<file path="config.mk">
export PLATFORM = sky130hd
export DESIGN_NAME = ws2812_uniform_colour_driver_flat
export DESIGN_NICKNAME = d
export VERILOG_FILES = /design/src/wucd_pkg.sv /design/src/wucd_ifs.sv /design/src/ws2812_uniform_colour_driver.sv /design/src/wucd_cfg_regs.sv /design/src/wucd_core.sv /design/src/flat_wrapper.sv
export SDC_FILE = /design/constraint.sdc
export NUM_CORES = 1
export LEC_CHECK = 0
export ABC_AREA = 1
export BUFFER_PORTS_ARGS = -buffer_cell sky130_fd_sc_hd__buf_2
export CAP_MARGIN = 15
export CORE_MARGIN = 2
export CORE_UTILIZATION = 32
export CTS_BUF_LIST = sky130_fd_sc_hd__clkbuf_8
export DETAILED_ROUTE_END_ITERATION = 10
export PLACE_DENSITY = 0.57
export SLEW_MARGIN = 0
export SYNTH_ARGS = -nofsm -noshare
export SYNTH_HDL_FRONTEND = slang
export SYNTH_SLANG_ARGS = --single-unit
</file>
<file path="constraint.sdc">
create_clock -name clk -period 5.7 [get_ports clk]
set_input_delay 1.14 -clock clk [delete_from_list [all_inputs] [get_ports clk]]
set_output_delay 1.14 -clock clk [all_outputs]
set_load 0.005 [all_outputs]
</file>
<file path="src/wucd_pkg.sv">
// shared types, constants and register codes of the uniform colour led driver
// no dependencies; used by every other file of the block
`default_nettype none

package wucd_pkg;

  // width of the led count register
  localparam int LED_COUNT_BITS = 16;
  localparam int POS_W          = LED_COUNT_BITS + 1;
  localparam int HIGH_W         = 15;
  localparam int TICK_W         = 16;
  localparam int LATCH_W        = 8;
  localparam int COLOUR_W       = 24;
  localparam int BIT_W          = 5;
  localparam int CFG_DATA_W     = (LED_COUNT_BITS > HIGH_W) ? LED_COUNT_BITS : HIGH_W;
  localparam int CFG_IDX_W      = 3;

  // index of the last bit slot of a led, msb first
  localparam logic [BIT_W-1:0] LAST_BIT = BIT_W'(COLOUR_W - 1);

  // register indexes
  localparam logic [CFG_IDX_W-1:0] CFG_LED_COUNT  = 3'd0;
  localparam logic [CFG_IDX_W-1:0] CFG_ZERO_HIGH  = 3'd1;
  localparam logic [CFG_IDX_W-1:0] CFG_ONE_HIGH   = 3'd2;
  localparam logic [CFG_IDX_W-1:0] CFG_LATCH_LEDS = 3'd3;
  localparam logic [CFG_IDX_W-1:0] CFG_INVERT     = 3'd4;

  // reset values of the registers
  localparam logic [LED_COUNT_BITS-1:0] RST_LED_COUNT  = LED_COUNT_BITS'(600);
  localparam logic [HIGH_W-1:0]         RST_ZERO_HIGH  = 15'd17;
  localparam logic [HIGH_W-1:0]         RST_ONE_HIGH   = 15'd34;
  localparam logic [LATCH_W-1:0]        RST_LATCH_LEDS = 8'd5;

  typedef struct packed {
    logic [LED_COUNT_BITS-1:0] led_count;
    logic [HIGH_W-1:0]         zero_high_ticks;
    logic [HIGH_W-1:0]         one_high_ticks;
    logic [LATCH_W-1:0]        latch_leds;
    logic                      invert_output;
  } cfg_t;

  typedef struct packed {
    logic data_line;
    logic busy_res;
    logic start_refused;
  } res_t;

endpackage

`default_nettype wire

</file>
<file path="src/wucd_ifs.sv">
// valid/ready channels of the uniform colour led driver: command items and results
// depends on wucd_pkg for field widths
`default_nettype none

interface wucd_in_if;
  logic                             valid;
  logic                             ready;
  logic                             mode;
  logic [wucd_pkg::COLOUR_W-1:0]    colour_word;

  modport source (output valid, output mode, output colour_word, input ready);
  modport sink   (input valid, input mode, input colour_word, output ready);
endinterface

interface wucd_out_if;
  logic valid;
  logic ready;
  logic data_line;
  logic busy_res;
  logic start_refused;

  modport source (output valid, output data_line, output busy_res, output start_refused,
                  input ready);
  modport sink   (input valid, input data_line, input busy_res, input start_refused,
                  output ready);
endinterface

`default_nettype wire

</file>
<file path="src/ws2812_uniform_colour_driver.sv">
// top level of the uniform colour led driver: input register, core, result register
// depends on wucd_pkg, wucd_ifs, wucd_cfg_regs and wucd_core
`default_nettype none

//  channel   | dir | transfer when          | payload
//  ----------+-----+------------------------+------------------------------------
//  items     | in  | valid && ready         | mode, colour_word
//  results   | out | valid && ready         | data_line, busy_res, start_refused
//  cfg port  | in  | cfg_write_en           | cfg_index, cfg_data
//
//  one item per clock sustained while results are taken; each item passes through
//  the input register, then the result register, one result per item
//  the waveform state updates once per item, when it moves from the input
//  register into the result register
//  a stall on results holds the result register; the input register still
//  takes one more item, after which items.ready drops
//  rst is synchronous: state idle, registers at their defaults, no items in flight

module ws2812_uniform_colour_driver (
  input  wire logic                             clk,
  input  wire logic                             rst,
  wucd_in_if.sink                               items,
  wucd_out_if.source                            results,
  input  wire logic                             cfg_write_en,
  input  wire logic [wucd_pkg::CFG_IDX_W-1:0]   cfg_index,
  input  wire logic [wucd_pkg::CFG_DATA_W-1:0]  cfg_data
);

  wucd_pkg::cfg_t cfg;
  wucd_pkg::res_t core_res;
  wucd_pkg::res_t res_q;

  // input register
  logic                          stage_valid;
  logic                          stage_mode;
  logic [wucd_pkg::COLOUR_W-1:0] stage_colour;

  // result register
  logic res_valid;

  logic res_free;
  logic step;
  logic take;

  assign res_free    = !res_valid || results.ready;
  assign step        = stage_valid && res_free;   // item moves into the result register
  assign items.ready = !stage_valid || res_free;
  assign take        = items.valid && items.ready;

  wucd_cfg_regs u_cfg (
    .clk          (clk),
    .rst          (rst),
    .cfg_write_en (cfg_write_en),
    .cfg_index    (cfg_index),
    .cfg_data     (cfg_data),
    .cfg          (cfg)
  );

  wucd_core u_core (
    .clk         (clk),
    .rst         (rst),
    .step        (step),
    .mode        (stage_mode),
    .colour_word (stage_colour),
    .cfg         (cfg),
    .res         (core_res)
  );

  // input register control
  always_ff @(posedge clk) begin
    if (rst) begin
      stage_valid <= 1'b0;
    end else if (take) begin
      stage_valid <= 1'b1;
    end else if (step) begin
      stage_valid <= 1'b0;
    end
  end

  // input payload, no reset needed
  always_ff @(posedge clk) begin
    if (take) begin
      stage_mode   <= items.mode;
      stage_colour <= items.colour_word;
    end
  end

  // result register control
  always_ff @(posedge clk) begin
    if (rst) begin
      res_valid <= 1'b0;
    end else if (step) begin
      res_valid <= 1'b1;
    end else if (results.ready) begin
      res_valid <= 1'b0;
    end
  end

  always_ff @(posedge clk) begin
    if (step) begin
      res_q <= core_res;
    end
  end

  assign results.valid         = res_valid;
  assign results.data_line     = res_q.data_line;
  assign results.busy_res      = res_q.busy_res;
  assign results.start_refused = res_q.start_refused;

endmodule

`default_nettype wire

</file>
<file path="src/wucd_cfg_regs.sv">
// configuration register bank of the uniform colour led driver
// depends on wucd_pkg for register codes, widths and reset values
`default_nettype none

module wucd_cfg_regs (
  input  wire logic                                clk,
  input  wire logic                                rst,
  input  wire logic                                cfg_write_en,
  input  wire logic [wucd_pkg::CFG_IDX_W-1:0]      cfg_index,
  input  wire logic [wucd_pkg::CFG_DATA_W-1:0]     cfg_data,
  output wucd_pkg::cfg_t                           cfg
);

  always_ff @(posedge clk) begin
    if (rst) begin
      cfg.led_count       <= wucd_pkg::RST_LED_COUNT;
      cfg.zero_high_ticks <= wucd_pkg::RST_ZERO_HIGH;
      cfg.one_high_ticks  <= wucd_pkg::RST_ONE_HIGH;
      cfg.latch_leds      <= wucd_pkg::RST_LATCH_LEDS;
      cfg.invert_output   <= 1'b0;
    end else if (cfg_write_en) begin
      unique case (cfg_index)
        wucd_pkg::CFG_LED_COUNT:  cfg.led_count <= cfg_data[wucd_pkg::LED_COUNT_BITS-1:0];
        wucd_pkg::CFG_ZERO_HIGH:  cfg.zero_high_ticks <= cfg_data[wucd_pkg::HIGH_W-1:0];
        wucd_pkg::CFG_ONE_HIGH:   cfg.one_high_ticks <= cfg_data[wucd_pkg::HIGH_W-1:0];
        wucd_pkg::CFG_LATCH_LEDS: cfg.latch_leds <= cfg_data[wucd_pkg::LATCH_W-1:0];
        wucd_pkg::CFG_INVERT:     cfg.invert_output <= cfg_data[0];
        default: ;  // unused indexes are dropped
      endcase
    end
  end

endmodule

`default_nettype wire

</file>
<file path="src/wucd_core.sv">
// waveform state and per-item logic of the uniform colour led driver
// depends on wucd_pkg for widths, cfg_t and res_t
`default_nettype none

module wucd_core (
  input  wire logic                              clk,
  input  wire logic                              rst,
  input  wire logic                              step,
  input  wire logic                              mode,
  input  wire logic [wucd_pkg::COLOUR_W-1:0]     colour_word,
  input  wire wucd_pkg::cfg_t                    cfg,
  output wucd_pkg::res_t                         res
);

  logic [wucd_pkg::COLOUR_W-1:0] held_colour;
  logic [wucd_pkg::TICK_W-1:0]   tick_in_slot;
  logic [wucd_pkg::BIT_W-1:0]    bit_in_led;
  logic [wucd_pkg::POS_W-1:0]    led_position;
  logic                          running;

  logic [wucd_pkg::COLOUR_W-1:0] held_colour_next;
  logic [wucd_pkg::TICK_W-1:0]   tick_in_slot_next;
  logic [wucd_pkg::BIT_W-1:0]    bit_in_led_next;
  logic [wucd_pkg::POS_W-1:0]    led_position_next;
  logic                          running_next;

  // state as seen by this item: fresh after an accepted start
  logic                          start_ok;
  logic [wucd_pkg::COLOUR_W-1:0] v_colour;
  logic [wucd_pkg::TICK_W-1:0]   v_tick;
  logic [wucd_pkg::BIT_W-1:0]    v_bit;
  logic [wucd_pkg::POS_W-1:0]    v_pos;
  logic                          v_running;
  logic                          cur_bit;
  logic [wucd_pkg::HIGH_W-1:0]   high_ticks;
  logic                          level;

  logic [wucd_pkg::TICK_W-1:0]   period;
  logic [wucd_pkg::TICK_W:0]     tick_inc;
  logic [wucd_pkg::POS_W-1:0]    pos_inc;
  logic [wucd_pkg::POS_W-1:0]    end_pos;

  always_comb begin
    start_ok  = mode && !running;
    v_colour  = start_ok ? colour_word : held_colour;
    v_tick    = start_ok ? '0 : tick_in_slot;
    v_bit     = start_ok ? '0 : bit_in_led;
    v_pos     = start_ok ? '0 : led_position;
    v_running = running || start_ok;

    cur_bit    = v_colour[wucd_pkg::LAST_BIT - v_bit];
    high_ticks = cur_bit ? cfg.one_high_ticks : cfg.zero_high_ticks;
    level      = v_running && (v_pos < {1'b0, cfg.led_count}) &&
                 (v_tick < {1'b0, high_ticks});

    res.data_line     = level ^ cfg.invert_output;
    res.busy_res      = v_running;
    res.start_refused = mode && running;
  end

  // next state: load on an accepted start, else tick advance
  always_comb begin
    period   = {1'b0, cfg.zero_high_ticks} + {1'b0, cfg.one_high_ticks} + 16'd1;
    tick_inc = {1'b0, tick_in_slot} + 17'd1;
    pos_inc  = led_position + wucd_pkg::POS_W'(1);
    end_pos  = {1'b0, cfg.led_count} + wucd_pkg::POS_W'(cfg.latch_leds);

    held_colour_next  = held_colour;
    tick_in_slot_next = tick_in_slot;
    bit_in_led_next   = bit_in_led;
    led_position_next = led_position;
    running_next      = running;

    if (start_ok) begin
      held_colour_next  = colour_word;
      tick_in_slot_next = '0;
      bit_in_led_next   = '0;
      led_position_next = '0;
      running_next      = 1'b1;
    end else if (!mode && running) begin
      if (tick_inc < {1'b0, period}) begin
        tick_in_slot_next = tick_inc[wucd_pkg::TICK_W-1:0];
      end else begin
        tick_in_slot_next = '0;
        if (bit_in_led < wucd_pkg::LAST_BIT) begin
          bit_in_led_next = bit_in_led + wucd_pkg::BIT_W'(1);
        end else begin
          bit_in_led_next = '0;
          if (pos_inc >= end_pos) begin
            running_next      = 1'b0;
            led_position_next = '0;
          end else begin
            led_position_next = pos_inc;
          end
        end
      end
    end
  end

  always_ff @(posedge clk) begin
    if (rst) begin
      held_colour  <= '0;
      tick_in_slot <= '0;
      bit_in_led   <= '0;
      led_position <= '0;
      running      <= 1'b0;
    end else if (step) begin
      held_colour  <= held_colour_next;
      tick_in_slot <= tick_in_slot_next;
      bit_in_led   <= bit_in_led_next;
      led_position <= led_position_next;
      running      <= running_next;
    end
  end

endmodule

`default_nettype wire

</file>
<file path="src/flat_wrapper.sv">
// flat-port wrapper written by rule: the top's interface ports become plain ports
module ws2812_uniform_colour_driver_flat 
  (clk, rst, cfg_write_en, cfg_index, cfg_data, items_valid, items_mode, items_colour_word, items_ready, results_valid, results_data_line, results_busy_res, results_start_refused, results_ready);
  wucd_in_if items_i ();
  wucd_out_if results_i ();
  input  wire logic clk;
  input  wire logic rst;
  input  wire logic cfg_write_en;
  input  wire logic [wucd_pkg::CFG_IDX_W-1:0] cfg_index;
  input  wire logic [wucd_pkg::CFG_DATA_W-1:0] cfg_data;
  input wire logic [$bits(items_i.valid)-1:0] items_valid;
  input wire logic [$bits(items_i.mode)-1:0] items_mode;
  input wire logic [$bits(items_i.colour_word)-1:0] items_colour_word;
  output wire logic [$bits(items_i.ready)-1:0] items_ready;
  output wire logic [$bits(results_i.valid)-1:0] results_valid;
  output wire logic [$bits(results_i.data_line)-1:0] results_data_line;
  output wire logic [$bits(results_i.busy_res)-1:0] results_busy_res;
  output wire logic [$bits(results_i.start_refused)-1:0] results_start_refused;
  input wire logic [$bits(results_i.ready)-1:0] results_ready;
  assign items_i.valid = items_valid;
  assign items_i.mode = items_mode;
  assign items_i.colour_word = items_colour_word;
  assign items_ready = items_i.ready;
  assign results_valid = results_i.valid;
  assign results_data_line = results_i.data_line;
  assign results_busy_res = results_i.busy_res;
  assign results_start_refused = results_i.start_refused;
  assign results_i.ready = results_ready;
  ws2812_uniform_colour_driver u_core (.clk(clk), .rst(rst), .items(items_i), .results(results_i), .cfg_write_en(cfg_write_en), .cfg_index(cfg_index), .cfg_data(cfg_data));
endmodule
</file>
==> flow_summary.ini <==
[logic_synthesis]
synthDistinctLibCells = 44
synthArstFlopShare_pct = 0
ys_seq_area_share_pct = 36.17
synth_xor_area_share_pct = 5.177
yosys.area_share.simple_pct = 20.88
syn-instance-count = 1171
synth_top_family_by_area = simple AND/OR/NAND/NOR gates
post-synth-top-area-cell = dfxtp_1
ys.flop_type = dfxtp_1
synth_seq_cells = 148
synth_warnings = 0
mappedNetlistNets = 1312
netlist_top_cells_area = dfxtp_1 (27%), ha_1 (13%), edfxtp_1 (9.4%)
syn_area_per_cell_sq_um = 7.657
synth_top_area_share_pct = 26.79
muxShareOfSynthArea_pct = 1.451
synth_edf_count = 28
synth_compound_area_share_pct = 14.58
synth_area_sq_um = 8966
synthAdderAreaFrac_pct = 13.01

[clock_network]
path_clk_slew_ps = 90
cts-hold-fix-buffers = 0
post_cts_buffers = 0
cts_tree = built
cts_made_buffers = 17
clk_latency_ps = 460
cts_resized = 0
htree_levels = 4
clock_sinks = 148
clockRootBuffer = clkbuf_8
cts.path.max_buffers = 2

[global_route]
grt_pass1_wl_um = 36740
grt_max_degree = 57
antenna_found_initial = 0
grt_usage_pct = 15.70
first_global_vias = 7407
grt-ovfl-total = 0

[timing]
slew_headroom_pct = 32.48
fmax_ghz = 0.2340
period_share_pct = 74.96
tns_ps = 0
tightest_slew_ps = 1012
slew_viol_final = 0
finClkSkew_ps = 13.10
rsz0062_at_grt = no
hold_violations = 0
finalCriticalPeriod_ps = 4273
setup_viol = 0

[power]
combPwrFrac_pct = 12.2
pwr-share-seq_pct = 51.8
p_leak_nw = 4.482
pwr-share-clk_pct = 36.0
total_power_mw = 2.172
switchingPower_uw = 654.8
p_sw_share_pct = 30.15
intPower_mw = 1.517
powerDensity_nw_per_um2 = 217.8
ir_drop_mv = 0.1040

[layout]
drive_gt1_share_pct = 9.128
n_antenna_cell = 0
syn_to_final_growth_pct = 11.21
stdcell_count = 1605
final_nets = 1355
fin_util_pct = 35.99

[worst_setup_path]
cp_max_fo = 11
r2r-end = u_core.u_core.led_position[5]$_SDFFE_PP0P_
required_ps = 6080
r2r_slack_ps = 1430
reg2reg_depth = 20
crit_arrival_ps = 4650
endpoint = u_core.u_core.led_position[5]$_SDFFE_PP0P_
cp-end-kind = register
r2r_start = u_core.u_cfg.cfg[39]$_SDFFE_PP0P_
worstSetupStartpoint = u_core.u_cfg.cfg[39]$_SDFFE_PP0P_
start_kind = register
path_class = reg -> reg

[die]
die_y_um = 171.4
die-area_sq_um = 29370
start_util_pct = 32.36
num_rows = 61
die_x_um = 171.4
ios = 54
fp.coreArea_sq_um = 27710

[place]
io_buffers = 53
routabilityCongestion = 0.8535
hpwlAfterDp_um = 16840
dp_cells = 1573

[drt]
drt_wl_total_um = 21980
vias_per_cell = 4.722
avgRoutedWirePerCell_um = 13.69
drc = 0
postRouteAntennaNets = 0
firstDrtPassIters = 4
dr_total_vias = 7579
drtIter0Drc = 355

[run]
drv_cap = 0

[outcome]
run_status = complete, no violations

[worst_hold_path]
hold_path.class = reg -> reg
cell usage in the layout, fill, tap and decap left out, types with 13 or more instances in the layout:
cell type / instances
nand2_1: 173
o211ai_1: 16
nand3_1: 66
edfxtp_1: 28
nor3_1: 13
mux2i_1: 13
o21ai_0: 72
buf_2: 53
dfxtp_1: 120
a211oi_1: 26
inv_1: 164
a21oi_1: 77
xor2_1: 48
clkbuf_8: 17
ha_1: 89
nor2_1: 159
power groups by stage:
stage	Sequential, mW	Combinational (mW)	Clock (mW)
3_3_place_gp	1.15	0.262	0
2_1_floorplan	1.14	0.188	0
4_1_cts	1.13	0.267	0.804
3_5_place_dp	1.15	0.265	0
5_1_grt	1.13	0.302	0.852
6_report	1.13	0.264	0.782
worst min-delay path by stage:
stage | from | endpoint | slack [ps] | depth (start not counted)
after floorplan | u_core.u_core.held_colour[17]$_SDFFE_PP0P_ | u_core.u_core.held_colour[17]$_SDFFE_PP0P_ | 430 | 2
after global placement | u_core.u_core.held_colour[17]$_SDFFE_PP0P_ | u_core.u_core.held_colour[17]$_SDFFE_PP0P_ | 440 | 2
after detailed placement | u_core.u_core.held_colour[21]$_SDFFE_PP0P_ | u_core.u_core.held_colour[21]$_SDFFE_PP0P_ | 450 | 2
after CTS | u_core.u_core.held_colour[23]$_SDFFE_PP0P_ | u_core.u_core.held_colour[23]$_SDFFE_PP0P_ | 460 | 2
after global routing | u_core.u_core.held_colour[19]$_SDFFE_PP0P_ | u_core.u_core.held_colour[19]$_SDFFE_PP0P_ | 500 | 2
final | u_core.u_core.held_colour[23]$_SDFFE_PP0P_ | u_core.u_core.held_colour[23]$_SDFFE_PP0P_ | 460 | 2
through the flow:
step                cell area, sq um  worst slack, ps  hold slack (ps)
floorplan                       8966             2066            430.5
global placement                9598             1478            440.2
detailed placement              9598             1424            449.3
CTS                             9971             1410            464.5
global route                    9971            952.3            496.8
finish                          9971             1427            462.5
cell type report:
class | instances | area, sq um
Fill cell | 2900 | 17730
Tap cell | 378 | 473.0
Timing Repair Buffer | 59 | 310.3
Clock buffer | 17 | 234.0
Sequential cell | 148 | 3243
Inverter | 167 | 629.4
Clock inverter | 15 | 138.9
Multi-Input combinational cell | 821 | 4942
cells in the mapped netlist, drive strengths merged, types with 18 or more instances:
cell type  number
a211oi         27
a21oi          79
clkbuf         18
dfxtp         120
edfxtp         28
ha             90
inv           167
nand2         176
nand3          70
nor2          161
nor3           18
o21ai          72
xor2           48
flip-flops by register name (all words and copies together), names as in the netlist, 5 cells and up:
signal / cells
u_core.stage_colour: 24
u_core.u_cfg.cfg: 55
u_core.u_core.bit_in_led: 5
u_core.u_core.held_colour: 24
u_core.u_core.led_position: 17
u_core.u_core.tick_in_slot: 16
routing by layer:
layer / vias to the layer above / track usage [%] / routed length [um]
met5: - / 0 / 0
met4: 0 / 4.901 / 429
met3: 27 / 2.439 / 514
met2: 89 / 27.23 / 10560
met1: 3468 / 20.01 / 10480
li1: 3995 / - / -
kinds of logic after synthesis:
| logic type | after synthesis |
|---|---|
| compound gates | 224 |
| simple gates | 439 |
| flops | 148 |
| buf+inv | 202 |
| mux | 13 |
| fa+ha+maj | 92 |
| xor+xnor | 53 |
critical path, stage by stage (launching register included):
cell and delay, ps:
dfxtp_1 360, ha_1 200, fa_1 220, a21oi_1 70
o21bai_1 200, a21oi_1 130, o21bai_1 200, a21oi_1 90
o21ai_0 250, nand3_1 200, nor2_1 240, nand2_1 110
xor2_1 150, ha_1 290, a21oi_1 160, nor2_1 50
nor4_1 160, nand3_1 180, nor2_1 330, nand2_1 340
o22ai_1 240
Note: power is estimated with default switching activity, not from simulation.
